<file path="src/hw/rtl/rgb_to_hsv_hsl_converter_top_assert.svh">
// ----------------------------------------------------------------------------
// RGB to HSV/HSL converter assertion macros
// Property macros for the converter checks; they expand to nothing in
// synthesis builds.
// ----------------------------------------------------------------------------
`ifndef RGB_TO_HSV_HSL_CONVERTER_TOP_ASSERT_SVH
`define RGB_TO_HSV_HSL_CONVERTER_TOP_ASSERT_SVH

`ifndef SYNTH

// Check that an expression holds at every clock edge out of reset
`define RHC_ASSERT_ALWAYS(label, clk, rst_n, expr) \
  label: assert property (@(posedge clk) disable iff (!rst_n) (expr)) \
    else $error("rgb_to_hsv_hsl_converter: invariant check failed");

// Check that a condition implies a consequence in the same cycle
`define RHC_ASSERT_IMPL(label, clk, rst_n, ante, cons) \
  label: assert property (@(posedge clk) disable iff (!rst_n) (ante) |-> (cons)) \
    else $error("rgb_to_hsv_hsl_converter: implication check failed");

`else

`define RHC_ASSERT_ALWAYS(label, clk, rst_n, expr)
`define RHC_ASSERT_IMPL(label, clk, rst_n, ante, cons)

`endif

`endif

</file>
<file path="src/hw/rtl/rgbhsv_pkg.sv">
// ----------------------------------------------------------------------------
// RGB to HSV/HSL converter package
// Word types, operand types and fixed constants shared by the converter.
// ----------------------------------------------------------------------------
package rgbhsv_pkg;

  // Operand width of the fraction dividers: holds 6 * (max - min) <= 1530
  localparam int DW = 11;

  // Quotient bits produced per divider stage
  localparam int DIV_SPS = 4;

  localparam logic [DW-1:0] LVL_DEN_HSL = 11'd510;
  localparam logic [8:0]    HALF_SUM    = 9'd255;

  localparam logic MODE_HSV = 1'b0;
  localparam logic MODE_HSL = 1'b1;

  typedef enum logic [1:0] {
    SEL_RED,
    SEL_GREEN,
    SEL_BLUE
  } max_sel_e;

  typedef struct packed {
    logic [7:0] red;
    logic [7:0] green;
    logic [7:0] blue;
  } pix_t;

  typedef struct packed {
    logic [15:0] hue;
    logic [15:0] saturation;
    logic [15:0] level;
  } hsx_t;

  typedef struct packed {
    logic [DW-1:0] num;
    logic [DW-1:0] den;
  } div_op_t;

  typedef struct packed {
    div_op_t     hue;
    div_op_t     sat;
    logic [15:0] lvl;
  } ops_t;

endpackage

</file>
<file path="src/hw/rtl/rgbhsv_prep.sv">
// ----------------------------------------------------------------------------
// Operand preparation
// Two register stages: max/min/delta/sum of the pixel, then the numerator
// and denominator of hue and saturation for the dividers, and the level.
// ----------------------------------------------------------------------------
module rgbhsv_prep #(
  parameter int FracBits = 16
) (
  input  logic               clk_i,
  input  logic               rst_ni,
  input  logic               valid_i,
  input  rgbhsv_pkg::pix_t   pix_i,
  input  logic               mode_i,
  output logic               valid_o,
  output rgbhsv_pkg::ops_t   ops_o
);
  import rgbhsv_pkg::*;

  // Level by 255: a byte over 255 repeats below the binary point
  localparam int HsvN = (FracBits + 7) / 8;
  localparam int HsvE = 8 * HsvN - FracBits;
  localparam int HslN = (FracBits + 6) / 8;
  localparam int HslE = 8 * HslN - FracBits + 1;
  localparam int LW   = (8 * HsvN > 16) ? 8 * HsvN : 16;

  // Stage 1 signals
  logic [7:0] mx_d, mn_d;
  max_sel_e   sel_d;

  logic       vld1_q;
  pix_t       pix1_q;
  logic [7:0] mx1_q;
  logic [7:0] d1_q;
  logic [8:0] sum1_q;
  max_sel_e   sel1_q;
  logic       mode1_q;

  // Stage 2 signals
  logic [DW-1:0] d11, d6, base, xa, xb;
  logic [7:0]    lr;
  logic [LW-1:0] lvl_w;
  ops_t          ops_d;
  logic          vld2_q;
  ops_t          ops2_q;

  // Find the largest channel (red, green, blue order on ties) and the smallest
  always_comb begin
    mx_d  = pix_i.red;
    sel_d = SEL_RED;
    if (pix_i.green > mx_d) begin
      mx_d  = pix_i.green;
      sel_d = SEL_GREEN;
    end
    if (pix_i.blue > mx_d) begin
      mx_d  = pix_i.blue;
      sel_d = SEL_BLUE;
    end
    mn_d = pix_i.red;
    if (pix_i.green < mn_d) begin
      mn_d = pix_i.green;
    end
    if (pix_i.blue < mn_d) begin
      mn_d = pix_i.blue;
    end
  end

  // Stage 1 valid
  always_ff @(posedge clk_i or negedge rst_ni) begin
    if (!rst_ni) begin
      vld1_q <= 1'b0;
    end else begin
      vld1_q <= valid_i;
    end
  end

  // Stage 1 payload
  always_ff @(posedge clk_i) begin
    pix1_q  <= pix_i;
    mx1_q   <= mx_d;
    d1_q    <= mx_d - mn_d;
    sum1_q  <= {1'b0, mx_d} + {1'b0, mn_d};
    sel1_q  <= sel_d;
    mode1_q <= mode_i;
  end

  // Build divider operands and the level
  always_comb begin
    d11 = DW'(d1_q);
    d6  = (d11 << 2) + (d11 << 1);

    // Hue numerator: k*d + (x - y); wraps in DW bits to a nonnegative value
    base = '0;
    xa   = '0;
    xb   = '0;
    case (sel1_q)
      SEL_RED: begin
        base = (pix1_q.green < pix1_q.blue) ? d6 : '0;
        xa   = DW'(pix1_q.green);
        xb   = DW'(pix1_q.blue);
      end
      SEL_GREEN: begin
        base = d11 << 1;
        xa   = DW'(pix1_q.blue);
        xb   = DW'(pix1_q.red);
      end
      SEL_BLUE: begin
        base = d11 << 2;
        xa   = DW'(pix1_q.red);
        xb   = DW'(pix1_q.green);
      end
      default: begin
        base = '0;
        xa   = '0;
        xb   = '0;
      end
    endcase

    ops_d.hue.num = base + xa - xb;
    ops_d.hue.den = d6;

    if (mode1_q == MODE_HSV) begin
      ops_d.sat.num = d11;
      ops_d.sat.den = DW'(mx1_q);
      // max/255: the max byte repeated, 255 lands on all ones
      lr    = '0;
      lvl_w = LW'({HsvN{mx1_q}} >> HsvE);
    end else begin
      ops_d.sat.num = d11;
      ops_d.sat.den = (sum1_q > HALF_SUM) ? (LVL_DEN_HSL - DW'(sum1_q)) : DW'(sum1_q);
      // sum/510: one half once the sum reaches 255, plus the remainder byte repeated
      if (sum1_q >= HALF_SUM) begin
        lr    = 8'(sum1_q - HALF_SUM);
        lvl_w = LW'({HslN{lr}} >> HslE) + (LW'(1) << (FracBits - 1));
      end else begin
        lr    = sum1_q[7:0];
        lvl_w = LW'({HslN{lr}} >> HslE);
      end
    end

    // Clamp the level to 16 bits
    ops_d.lvl = (lvl_w > LW'(65535)) ? 16'hFFFF : lvl_w[15:0];

    // Grey pixel: force hue and saturation to zero
    if (d1_q == 8'd0) begin
      ops_d.hue.num = '0;
      ops_d.hue.den = DW'(1);
      ops_d.sat.num = '0;
      ops_d.sat.den = DW'(1);
    end
  end

  // Stage 2 valid
  always_ff @(posedge clk_i or negedge rst_ni) begin
    if (!rst_ni) begin
      vld2_q <= 1'b0;
    end else begin
      vld2_q <= vld1_q;
    end
  end

  // Stage 2 payload
  always_ff @(posedge clk_i) begin
    ops2_q <= ops_d;
  end

  assign valid_o = vld2_q;
  assign ops_o   = ops2_q;

endmodule

</file>
<file path="src/hw/rtl/rgbhsv_div.sv">
// ----------------------------------------------------------------------------
// Pipelined fraction divider
// Restoring division of num/den (num <= den) into FracBits quotient bits,
// four bits per register stage, saturated to full scale and to 16 bits.
// ----------------------------------------------------------------------------
module rgbhsv_div #(
  parameter int FracBits = 16
) (
  input  logic                clk_i,
  input  logic                rst_ni,
  input  logic                valid_i,
  input  rgbhsv_pkg::div_op_t op_i,
  output logic                valid_o,
  output logic [15:0]         quot_o
);
  import rgbhsv_pkg::*;

  localparam int SPS = DIV_SPS;
  localparam int NS  = (FracBits + SPS - 1) / SPS;
  localparam int QW  = (FracBits > 16) ? FracBits : 16;
  localparam logic [QW-1:0] SAT_MAX = QW'((FracBits > 16) ? 65535 : ((1 << FracBits) - 1));

  // Stage registers, index s holds the output of stage s
  logic                vld_q  [NS];
  logic [DW-1:0]       rem_q  [NS];
  logic [DW-1:0]       den_q  [NS];
  logic [FracBits-1:0] q_q    [NS];
  logic                full_q [NS];

  logic [QW-1:0] qx, res;

  for (genvar s = 0; s < NS; s++) begin : g_stage
    logic                vld_src, full_src;
    logic [DW-1:0]       rem_src, den_src;
    logic [FracBits-1:0] q_src;
    logic [DW-1:0]       rem_d;
    logic [FracBits-1:0] q_d;
    logic [DW:0]         two_rem;

    // Select stage input: ports for the first stage, else previous stage
    if (s == 0) begin : g_first
      assign vld_src  = valid_i;
      assign rem_src  = op_i.num;
      assign den_src  = op_i.den;
      assign q_src    = '0;
      assign full_src = (op_i.num == op_i.den);
    end else begin : g_next
      assign vld_src  = vld_q[s-1];
      assign rem_src  = rem_q[s-1];
      assign den_src  = den_q[s-1];
      assign q_src    = q_q[s-1];
      assign full_src = full_q[s-1];
    end

    // Produce up to SPS quotient bits
    always_comb begin
      rem_d   = rem_src;
      q_d     = q_src;
      two_rem = '0;
      for (int k = 0; k < SPS; k++) begin
        if (s * SPS + k < FracBits) begin
          two_rem = {rem_d, 1'b0};
          if (two_rem >= {1'b0, den_src}) begin
            rem_d = DW'(two_rem - {1'b0, den_src});
            q_d   = {q_d[FracBits-2:0], 1'b1};
          end else begin
            rem_d = two_rem[DW-1:0];
            q_d   = {q_d[FracBits-2:0], 1'b0};
          end
        end
      end
    end

    // Advance valid
    always_ff @(posedge clk_i or negedge rst_ni) begin
      if (!rst_ni) begin
        vld_q[s] <= 1'b0;
      end else begin
        vld_q[s] <= vld_src;
      end
    end

    // Advance payload
    always_ff @(posedge clk_i) begin
      rem_q[s]  <= rem_d;
      den_q[s]  <= den_src;
      q_q[s]    <= q_d;
      full_q[s] <= full_src;
    end
  end

  // Saturate an exact 1.0 and anything above 16 bits
  always_comb begin
    qx = QW'(q_q[NS-1]);
    if (full_q[NS-1] || (qx > SAT_MAX)) begin
      res = SAT_MAX;
    end else begin
      res = qx;
    end
  end

  assign valid_o = vld_q[NS-1];
  assign quot_o  = res[15:0];

endmodule

</file>
<file path="src/hw/rtl/rgb_to_hsv_hsl_converter_top.sv">
// ----------------------------------------------------------------------------
// RGB to HSV/HSL converter
// Converts one 8-bit RGB pixel per clock to hue, saturation and value or
// lightness as 16-bit unsigned fractions.
// ----------------------------------------------------------------------------
//  channel  | handshake                   | word
//  ---------+-----------------------------+--------------------------------
//  pixel in | start, busy (always low)    | pix_i  : red, green, blue
//  result   | done_o strobe, one cycle    | res_o  : hue, saturation, level
//  config   | cfg_valid_i, cfg_ready_o    | cfg_data_i : output mode
//
// One pixel is taken every cycle; each result passes operand preparation,
// then the divider pipeline producing four quotient bits per stage, then
// the output register. Reset clears all valid bits and selects HSV.
// The receiver cannot stall, so the pipeline never holds; busy stays low.
// ----------------------------------------------------------------------------
`include "rgb_to_hsv_hsl_converter_top_assert.svh"

module rgb_to_hsv_hsl_converter_top #(
  parameter int FRACTION_BITS = 16
) (
  input  logic              clk_i,
  input  logic              rst_ni,
  input  logic              start,
  output logic              busy,
  input  rgbhsv_pkg::pix_t  pix_i,
  output logic              done_o,
  output rgbhsv_pkg::hsx_t  res_o,
  input  logic              cfg_valid_i,
  output logic              cfg_ready_o,
  input  logic              cfg_data_i
);
  import rgbhsv_pkg::*;

  // Level waits as many stages as the dividers take
  localparam int LvlStages = (FRACTION_BITS + DIV_SPS - 1) / DIV_SPS;

  logic        mode_q, mode_d;
  logic        accept;
  logic        prep_vld;
  ops_t        prep_ops;
  logic        hue_vld, sat_vld;
  logic [15:0] hue_quot, sat_quot;
  logic [15:0] lvl_q [LvlStages];
  logic        done_q;
  hsx_t        res_q, res_d;

  assign busy        = 1'b0;
  assign cfg_ready_o = 1'b1;
  assign accept      = start & ~busy;

  // Mode register
  assign mode_d = (cfg_valid_i && cfg_ready_o) ? cfg_data_i : mode_q;

  always_ff @(posedge clk_i or negedge rst_ni) begin
    if (!rst_ni) begin
      mode_q <= MODE_HSV;
    end else begin
      mode_q <= mode_d;
    end
  end

  // Operand preparation
  rgbhsv_prep #(.FracBits(FRACTION_BITS)) u_prep (
    .clk_i   (clk_i),
    .rst_ni  (rst_ni),
    .valid_i (accept),
    .pix_i   (pix_i),
    .mode_i  (mode_q),
    .valid_o (prep_vld),
    .ops_o   (prep_ops)
  );

  // Two divider lanes
  rgbhsv_div #(.FracBits(FRACTION_BITS)) u_div_hue (
    .clk_i   (clk_i),
    .rst_ni  (rst_ni),
    .valid_i (prep_vld),
    .op_i    (prep_ops.hue),
    .valid_o (hue_vld),
    .quot_o  (hue_quot)
  );

  rgbhsv_div #(.FracBits(FRACTION_BITS)) u_div_sat (
    .clk_i   (clk_i),
    .rst_ni  (rst_ni),
    .valid_i (prep_vld),
    .op_i    (prep_ops.sat),
    .valid_o (sat_vld),
    .quot_o  (sat_quot)
  );

  // Delay the level alongside the dividers
  always_ff @(posedge clk_i) begin
    lvl_q[0] <= prep_ops.lvl;
    for (int i = 1; i < LvlStages; i++) begin
      lvl_q[i] <= lvl_q[i-1];
    end
  end

  // Assemble the result word
  always_comb begin
    res_d.hue        = hue_quot;
    res_d.saturation = sat_quot;
    res_d.level      = lvl_q[LvlStages-1];
  end

  // Output strobe
  always_ff @(posedge clk_i or negedge rst_ni) begin
    if (!rst_ni) begin
      done_q <= 1'b0;
    end else begin
      done_q <= hue_vld;
    end
  end

  // Output word
  always_ff @(posedge clk_i) begin
    res_q <= res_d;
  end

  assign done_o = done_q;
  assign res_o  = res_q;

  // Divider lanes advance in lock step
  `RHC_ASSERT_ALWAYS(a_lanes_aligned, clk_i, rst_ni, hue_vld == sat_vld)
  // Nonzero hue only for a colored pixel, which has nonzero saturation
  `RHC_ASSERT_IMPL(a_hue_needs_sat, clk_i, rst_ni, done_o && res_o.hue != 16'd0, res_o.saturation != 16'd0)
  // Zero saturation means a grey pixel, which has zero hue
  `RHC_ASSERT_IMPL(a_grey_hue, clk_i, rst_ni, done_o && res_o.saturation == 16'd0, res_o.hue == 16'd0)

endmodule

</file>
<file path="config.mk">
export PLATFORM = sky130hd
export DESIGN_NAME = rgb_to_hsv_hsl_converter_top
export DESIGN_NICKNAME = d
export VERILOG_FILES = /design/src/hw/rtl/rgbhsv_pkg.sv /design/src/hw/rtl/rgbhsv_prep.sv /design/src/hw/rtl/rgbhsv_div.sv /design/src/hw/rtl/rgb_to_hsv_hsl_converter_top.sv
export VERILOG_INCLUDE_DIRS = /design/src /design/src/hw/rtl
export SDC_FILE = /design/constraint.sdc
export NUM_CORES = 1
export LEC_CHECK = 0
export BUFFER_PORTS_ARGS = -buffer_cell sky130_fd_sc_hd__buf_4
export CAP_MARGIN = 15
export CELL_PAD_IN_SITES_DETAIL_PLACEMENT = 0
export CELL_PAD_IN_SITES_GLOBAL_PLACEMENT = 1
export CORE_UTILIZATION = 41
export DETAILED_ROUTE_END_ITERATION = 10
export PLACE_DENSITY_LB_ADDON = 0.1
export SYNTH_ARGS = -nofsm -noshare
export SYNTH_HDL_FRONTEND = slang
export SYNTH_SLANG_ARGS = --single-unit
</file>
<file path="constraint.sdc">
create_clock -name clk_i -period 9.14 [get_ports clk_i]
set_clock_uncertainty 0.1 [all_clocks]
set_input_delay 0.914 -clock clk_i [delete_from_list [all_inputs] [get_ports clk_i]]
set_output_delay 0.914 -clock clk_i [all_outputs]
set_load 0.01 [all_outputs]
</file>
# After elaboration in Yosys (flattened, before gate mapping)
# Memory sizes are Yosys's and may differ from the RTL's. A register that Yosys moved wholly into a read port is not among the register bits.
# Cells that the tools add are included.
# Widths: inputs -> output; s select.
[classes] n_reduce_logical=6 n_eq_ne=4 n_addsub=40 bitwise=2 magnitude_cmp=42 mux=77
[ops] cell="$ge 12x11->1" n=31
[ops] cell="$mux 11" n=33
[ops] cell="$sub 11x11->11" n=31
[ops] cell="$gt 16x16->1 const B" n=3
[ops] cell="$pmux 8 s3" n=2
[ops] cell="$mux 8" n=5
[ops] cell="$mux 1" n=33
[ops] cell="$pmux 11 s3" n=1
[ops] cell="$mux 16" n=2
[ops] cell="$lt 8x8->1" n=3
[ops] cell="$add 15x16->16 const B" n=1
[ops] cell="$gt 8x8->1" n=2
[ops] cell="$add 10x9->11" n=1
[ops] cell="$add 11x8->11" n=1
[ops] cell="$eq 11x11->1" n=1
[ops] cell="$eq 8x11->1" n=1
[ops] cell="$ge 9x11->1" n=1
[ops] cell="$sub 10x10->11" n=1
[ops] cell="$sub 11x8->11" n=1
[ops] cell="$sub 9x9->10 const A" n=1
[ops] cell="$add 8x8->9" n=1
[ops] cell="$ge 9x8->1 const B" n=1
[ops] cell="$gt 9x8->1 const B" n=1
[ops] cell="$mux 9" n=1
[ops] cell="other kinds (10)" n=12
[totals] ram_bits=376 regBits=148 memories=9 wordCells=205 output_inout_bits=51
[mem_list] memory="lvl_q" depth=4 width=16 read_ports=4 rd_ports_with_merged_regs=1 write_ports=4 line="rgb_to_hsv_hsl_converter_top.sv:44" source="logic [15:0] lvl_q [LvlStages];"
[mem_list] memory="u_div_hue.q_q" depth=4 width=16 read_ports=4 rd_ports_with_merged_regs=0 write_ports=4 line="rgbhsv_div.sv:27" source="logic [FracBits-1:0] q_q [NS];"
[mem_list] memory="u_div_sat.q_q" depth=4 width=16 read_ports=4 rd_ports_with_merged_regs=0 write_ports=4 line="rgbhsv_div.sv:27"
[mem_list] memory="u_div_hue.den_q" depth=4 width=11 read_ports=3 rd_ports_with_merged_regs=0 write_ports=4 line="rgbhsv_div.sv:26" source="logic [DW-1:0] den_q [NS];"
[mem_list] memory="u_div_hue.rem_q" depth=4 width=11 read_ports=3 rd_ports_with_merged_regs=0 write_ports=4 line="rgbhsv_div.sv:25" source="logic [DW-1:0] rem_q [NS];"
[mem_list] memory="u_div_sat.den_q" depth=4 width=11 read_ports=3 rd_ports_with_merged_regs=0 write_ports=4 line="rgbhsv_div.sv:26"
[mem_list] memory="3 more memories"

# Depth between registers and ports, before layout
# Gate-level depths: netlist of the first run.
# An unclocked memory read counts as a cell.
[logic_depth] depth_word=9 mapped_depth=43

# By module
# Synthesis of the first run repeated with hierarchy kept, for this count alone.
[hier_totals] hier_cells=3663 area_unflattened_um2=31909.4
[by_module_without_submodules] mod="rgbhsv_div (u_div_sat)" area_each_um2=11810.1 n_inst=1 cells_per_inst=1457
[by_module_without_submodules] mod="rgbhsv_div (u_div_hue)" area_each_um2=11783.8 n_inst=1 cells_per_inst=1425
[by_module_without_submodules] mod="rgbhsv_prep" area_each_um2=5985.7 n_inst=1 cells_per_inst=662
[by_module_without_submodules] mod="rgb_to_hsv_hsl_converter_top" area_each_um2=2329.7 n_inst=1 cells_per_inst=119

# Worst setup path after synthesis of the first run
# No wires, ideal clock.
[synth_timing] kind="flip-flop to flip-flop" startpoint="memory u_div_sat.den_q[1][0]" endpoint="memory u_div_sat.rem_q[2][10]" stages_incl_launch_ff=39 setup_slack_ns=-0.041 required_ns=8.919 t_arrival_ns=8.961 path_cell_list="dfxtp_1 > fa_1 > nand2b_1 > a211oi_1 > or3_1 > a41o_1 > clkbuf_1 > clkbuf_1 > a21oi_1 > ha_1 > and4_1 > a41oi_1 > o31ai_1 > a21o_1 > nor3_1 > clkbuf_1 > clkinv_1 > mux2_2 > (+3 left out) > a21oi_1 > a211o_1 > a21oi_1 > o21bai_1 > a21oi_1 > buf_2 > clkinv_1 > mux2_2 > ha_1 > inv_1 > o21bai_1 > a31oi_1 > o21ai_0 > o41ai_1 > or3b_2 > mux2i_2 > inv_2 > mux2_2"
[synth_lines] item="start, declared" line="rgbhsv_div.sv:26"
[synth_lines] item="end, declared" line="rgbhsv_div.sv:25"

==> flow_summary.json, run 1 <==
{
  "cts_tree": "done",
  "final_antenna_net_count": 0,
  "synthXorXnorAreaFrac_pct": 7.76,
  "slew_viol_final": 0,
  "clkLatencyLatePin_ps": 600,
  "hpwlAfterDp_um": 64600,
  "end_kind": "register",
  "critPathTopFamily": "compound AO/OA/AOI/OAI gates",
  "viasPerCell": 5.35,
  "rows": 98,
  "synth_cell_types": 91,
  "wl_per_cell_um": 17.1,
  "gp_congestion": 0.892,
  "grt-ovfl-total": 0,
  "avgSynthCellArea_um2": 8.56,
  "required_ps": 9510,
  "synth_top_family_by_area": "compound AO/OA/AOI/OAI gates",
  "clk_root_buffer_cell": "clkbuf_16",
  "reg2reg_slack_ps": 480,
  "grt_pass1_wl_um": 130000,
  "crit_path_end": "u_div_hue.rem_q[0][8]",
  "synth_adder_area_share_pct": 17.9,
  "antenna_cells": 0,
  "core_um2": 71400,
  "cts-buffers-inserted": 47,
  "start_util_pct": 41.4,
  "synth_edf_count": 0,
  "cts.htree.levels": 2,
  "syn_area_um2": 29600,
  "cp.depth": 35,
  "hold_path_class": "reg -> reg",
  "drv_cap": 0,
  "synth_simple_gate_area_share_pct": 15.0,
  "syn2layout_area_growth_pct": 16.8,
  "clk_pin_slew_ps": 60,
  "grt_pass1_vias": 25614,
  "grt_max_degree": 37,
  "critPathBufInv": 3,
  "dr.pass1.iters": 5,
  "crit_arrival_ps": 9040,
  "drc_errors": 0,
  "synth_compound_area_share_pct": 20.4,
  "cpPeakStageDelay_ps": 380,
  "cp_max_fo": 12,
  "timing.fmax_ghz": 0.115,
  "antenna_found_initial": 1,
  "synth_seq_cells": 401,
  "path_class": "reg -> reg",
  "timing.slew.headroom_pct": 30.7,
  "cts_buffer_depth": 3,
  "synthMuxAreaShare_pct": 7.00,
  "dpl-instance-area_um2": 32600,
  "synth_nets": 3894,
  "period_needed_ps": 8660,
  "finalCritPeriodShare_pct": 94.8,
  "vias": 25198,
  "grt_usage_pct": 21.5,
  "cp-start-kind": "register",
  "fillCellCount": 7007,
  "synthCells": 3453,
  "reg2reg_depth": 35,
  "die_w_um": 271,
  "synth_top_flop_cell": "dfxtp_1",
  "status": "completed",
  "pin_count": 80,
  "drive_above_1_share_pct": 16.9,
  "worstReg2RegStart": "u_prep.ops_o[42]",
  "ys_seq_area_share_pct": 27.3,
  "post-route-cell-area_um2": 34500,
  "die_h_um": 271,
  "finalSetupViolCount": 0,
  "wirelength_um": 80500,
  "clkSinkCount": 401,
  "finalHoldViolations": 0,
  "critical_path.startpoint": "u_prep.ops_o[42]",
  "async_reset_ff_share_pct": 2.00,
  "drtIter0Drc": 1113,
  "yosysWarnings": 0,
  "design.die.area_um2": 73200,
  "nNetsFinal": 4163,
  "slowest_stage": "dfxtp_1",
  "io_buffers": 77,
  "layout.cells.most_common": "ha_1",
  "tightestPinTransition_ps": 1030,
  "rr_endpoint": "u_div_hue.rem_q[0][8]",
  "mostFrequentLayoutCells": "388 x ha_1, 384 x dfxtp_1, 301 x buf_4"
}
[state kept, by name, summed over array words and instances (netlist names), 2 cells and up]
signal                     flops
lvl_q                         36
res_o                         41
u_div_hue.den_q               33
u_div_hue.full_q               4
u_div_hue.g_stage.vld_src      3
u_div_hue.q_q                 40
u_div_hue.rem_q               33
u_div_sat.den_q               30
u_div_sat.full_q               4
u_div_sat.q_q                 40
u_div_sat.rem_q               33
u_prep.d1_q                    8
u_prep.mx1_q                   8
u_prep.ops_o                  48
u_prep.pix1_q                 24
u_prep.sel1_q                  2
u_prep.sum1_q                  8
[cell families (layout without fill, tap and decap cells)]
logic type,after synthesis,after routing
xor+xnor,262,262
buf+inv,346,651
flops,401,401
mux,191,191
simple gates,910,910
other cells,2,2
fa+ha+maj,412,412
compound gates,929,930
[cell type report]
class	instances	area (um^2)	area share [%]
clock inverters	31	340	0.985
multi-input cells	2707	20400	59.1
repair buffers	303	2290	6.63
inverters	262	983	2.85
well taps	950	1190	3.44
clock buffers	55	1250	3.61
flip-flops and latches	401	8080	23.4
[worst min path at each step]
stage	depth (start not counted)	endpoint	startpoint
floorplan	0	lvl_q[0][10]	u_prep.ops_o[10]
global placement	0	lvl_q[3][11]	lvl_q[2][11]
detailed placement	0	u_div_sat.q_q[1][6]	u_div_sat.q_q[0][2]
CTS	0	lvl_q[2][12]	lvl_q[1][12]
global route	0	lvl_q[0][14]	u_prep.ops_o[14]
finish	0	lvl_q[2][12]	lvl_q[1][12]
[routing by layer]
layer  up-vias  global-route usage [%]  share of wire (%)
li1      12872                       -                  -
met1     11829                    27.1                 46
met2       373                    38.3                 48
met3       124                    2.40                2.9
met4         0                    6.39                2.6
met5         -                       0                  0
[what timing repair did]
action,in CTS,in global routing
hold buffers,1,0
pin swaps,1,10
cloned,0,1
gates resized for setup,5,68
hold endpoints to repair,8,0
setup buffers,2,8
endpoints found under the setup margin,20,74
[Yosys cell counts (12+ instances only)]
| master | instances | area [um^2] |
|---|---|---|
| or3_1 | 25 | 156 |
| nand3_1 | 40 | 200 |
| a211oi_1 | 25 | 188 |
| mux2i_1 | 69 | 691 |
| nor2_1 | 288 | 1080 |
| nand2_1 | 189 | 709 |
| o31ai_1 | 20 | 150 |
| nand2b_1 | 43 | 269 |
| o21a_1 | 51 | 383 |
| inv_1 | 258 | 968 |
| nor4_1 | 19 | 119 |
| a21o_1 | 107 | 803 |
| nor3_1 | 73 | 365 |
| a21boi_0 | 12 | 90.1 |
| mux2_2 | 113 | 1270 |
| dfxtp_1 | 393 | 7870 |
| a21oi_1 | 266 | 1330 |
| o21bai_1 | 43 | 323 |
| xnor2_1 | 165 | 1450 |
| nor2b_1 | 57 | 357 |
| o21ai_0 | 194 | 971 |
| and2_1 | 23 | 144 |
| fa_1 | 19 | 380 |
| nand3b_1 | 12 | 90.1 |
| xor2_1 | 97 | 850 |
| and3_1 | 27 | 169 |
| nand4_1 | 29 | 181 |
| or2_2 | 53 | 332 |
| o211ai_1 | 24 | 180 |
| clkbuf_1 | 52 | 195 |
| a31oi_1 | 26 | 163 |
| ha_1 | 393 | 4920 |
[stage by stage]
step	worst slack (ps)	util, %	hold WS [ps]	instances	TNS (ps)
floorplan	95.8	-	210	3453	0
global placement	-209	45.7	210	4611	-1730
detailed placement	-293	45.7	212	4611	-3050
CTS	13.8	48.0	222	4700	0
global route	-7.38	48.4	224	4709	-7.38
finish	475	48.4	220	4709	0
Power of run 1 is not shown: default switching activity piles up to over one toggle a cycle in this logic, so the estimate is an artifact.
==> run 2: changes to the inputs <==
--- a/config.mk
+++ b/config.mk
@@ -12,4 +12,6 @@
 export CELL_PAD_IN_SITES_GLOBAL_PLACEMENT = 1
+export CORE_ASPECT_RATIO = 1.75
 export CORE_UTILIZATION = 41
 export DETAILED_ROUTE_END_ITERATION = 10
+export HOLD_SLACK_MARGIN = 0.02
 export PLACE_DENSITY_LB_ADDON = 0.1
==> constraint.sdc (replaced) <==
create_clock -name clk_i -period 9.14 [get_ports clk_i]
set_clock_uncertainty 0.1 [all_clocks]
set_input_delay 0.457 -clock clk_i [delete_from_list [all_inputs] [get_ports clk_i]]
set_output_delay 0.457 -clock clk_i [all_outputs]
set_load 0.01 [all_outputs]
==> run 2 against run 1 <==
Net effect: largest cell class unchanged; worst setup slack lost 55 ps; sequential share of layout area shrank 0.58 points; highest routed layer unchanged; final cell count grew 1.4%; clock-buffer cell count is the same; hold slack lost 130 ps; via count grew 3.2%; flip-flop and latch count is the same; register-to-register slack lost 50 ps.
==> flow_summary.json, run 2 (synthesis gave the netlist of run 1 again) <==
{
  "hold_path_class": "in -> async",
  "layout.cells.most_common": "ha_1",
  "grt-ovfl-total": 0,
  "worstReg2RegStart": "u_div_sat.rem_q[1][0]",
  "drtIter0Drc": 906,
  "wl_per_cell_um": 18.2,
  "viasPerCell": 5.44,
  "clk_root_buffer_cell": "clkbuf_16",
  "grt_usage_pct": 23.7,
  "drv_cap": 0,
  "timing.fmax_ghz": 0.115,
  "required_ps": 9520,
  "dr.pass1.iters": 5,
  "clkLatencyLatePin_ps": 610,
  "slowest_stage": "or3b_2",
  "final_antenna_net_count": 0,
  "cts_tree": "done",
  "start_util_pct": 41.6,
  "critPathTopFamily": "compound AO/OA/AOI/OAI gates",
  "cts.htree.levels": 2,
  "end_kind": "register",
  "slew_viol_final": 0,
  "hpwlAfterDp_um": 70700,
  "gp_congestion": 0.928,
  "finalHoldViolations": 0,
  "reg2reg_slack_ps": 420,
  "io_buffers": 77,
  "core_um2": 71000,
  "tightestPinTransition_ps": 1110,
  "cts-buffers-inserted": 42,
  "die_h_um": 357,
  "rows": 129,
  "die_w_um": 205,
  "clk_pin_slew_ps": 70,
  "path_class": "reg -> reg",
  "syn2layout_area_growth_pct": 19.7,
  "nNetsFinal": 4268,
  "status": "completed",
  "pin_count": 80,
  "crit_arrival_ps": 9100,
  "mostFrequentLayoutCells": "388 x ha_1, 387 x dfxtp_1, 382 x buf_4",
  "vias": 25996,
  "grt_max_degree": 37,
  "cp_max_fo": 10,
  "rr_endpoint": "u_div_sat.rem_q[2][2]",
  "utilization_pct": 49.9,
  "period_needed_ps": 8720,
  "drive_above_1_share_pct": 18.3,
  "cpPeakStageDelay_ps": 480,
  "clkSinkCount": 401,
  "fin_ws_ps": 420,
  "wirelength_um": 86700,
  "finalCritPeriodShare_pct": 95.4,
  "critPathBufInv": 8,
  "largest_reg_flops": 48,
  "design.die.area_um2": 73200,
  "antenna_cells": 0,
  "cts_buffer_depth": 3,
  "post-place-ws_ps": -331,
  "cp-start-kind": "register",
  "drc_errors": 0,
  "cp_common_cell": "mux2_2",
  "reg2reg_depth": 37,
  "grt_pass1_wl_um": 137000,
  "fin_hold_ws_ps": 92.4,
  "antenna_found_initial": 0,
  "timing.slew.headroom_pct": 26.0,
  "grt_pass1_vias": 27619,
  "finalSetupViolCount": 0
}
## run 2: cell types whose count changed in the layout (fill, tap and decap cells not counted), sizes merged
cell         delta
buf            +83
dlygate4sd3    +27
clkinv          -7
inv             -7
bufinv          +5
clkinvlp        -2
## run 2: per-stage QoR
stage,instances,TNS [ps],cell area (um^2)
detailed placement,4664,-3460,33200
global route,4775,-42.4,35400
finish,4775,0,35400
floorplan,3453,0,29600
CTS,4768,0,35100
global placement,4664,-2280,33200
## run 2: layer usage
layer / GRT usage (%) / vias to the layer above / part of all wire [%]
met5: 0 / - / 0
met4: 14.4 / 0 / 6.2
met3: 2.45 / 259 / 2.3
met2: 48.5 / 426 / 56
met1: 21.6 / 12230 / 36
li1: - / 13081 / -
## run 2: how the worst max path moves through the flow
stage	from	endpoint	slack [ps]	cells after the start
after floorplan	u_div_sat.den_q[1][0]	u_div_sat.rem_q[2][10]	100	37
after global placement	u_div_sat.den_q[0][2]	u_div_sat.rem_q[1][6]	-240	36
after detailed placement	u_div_sat.den_q[0][2]	u_div_sat.rem_q[1][9]	-330	38
after CTS	u_prep.ops_o[27]	u_div_hue.rem_q[0][2]	10	34
after global routing	u_div_sat.den_q[2][2]	u_div_sat.q_q[3][0]	-30	40
final	u_div_sat.rem_q[1][0]	u_div_sat.rem_q[2][2]	420	37
## run 2: final cells by class
class                      count  area [um^2]
multi-input combinational   2707        20500
tap                          917         1150
clock inverter                20          373
timing repair buffer         413         3190
clock buffer                  55         1160
inverter                     262          983
sequential                   401         8080
fill                        6876        35600
## run 2: repair_timing
action	4_1_cts	5_1_grt
buffers inserted	1	6
setup endpoints to repair	14	72
hold buffers	28	0
cloned	0	1
hold endpoints to repair	34	0
resized for setup	4	82
pin swaps	1	12
## run 2: worst reg2reg max path, delay by kind of cell (launching register included)
kind                       cells  cell delay, ps
adders and majority gates      4            1290
muxes                          5            1540
buffers and inverters          8             950
DFF                            1             350
and+or+nand+nor                7            1480
AOI/OAI and AO/OA             13            2930
Power of run 2 is left out for the same reason.
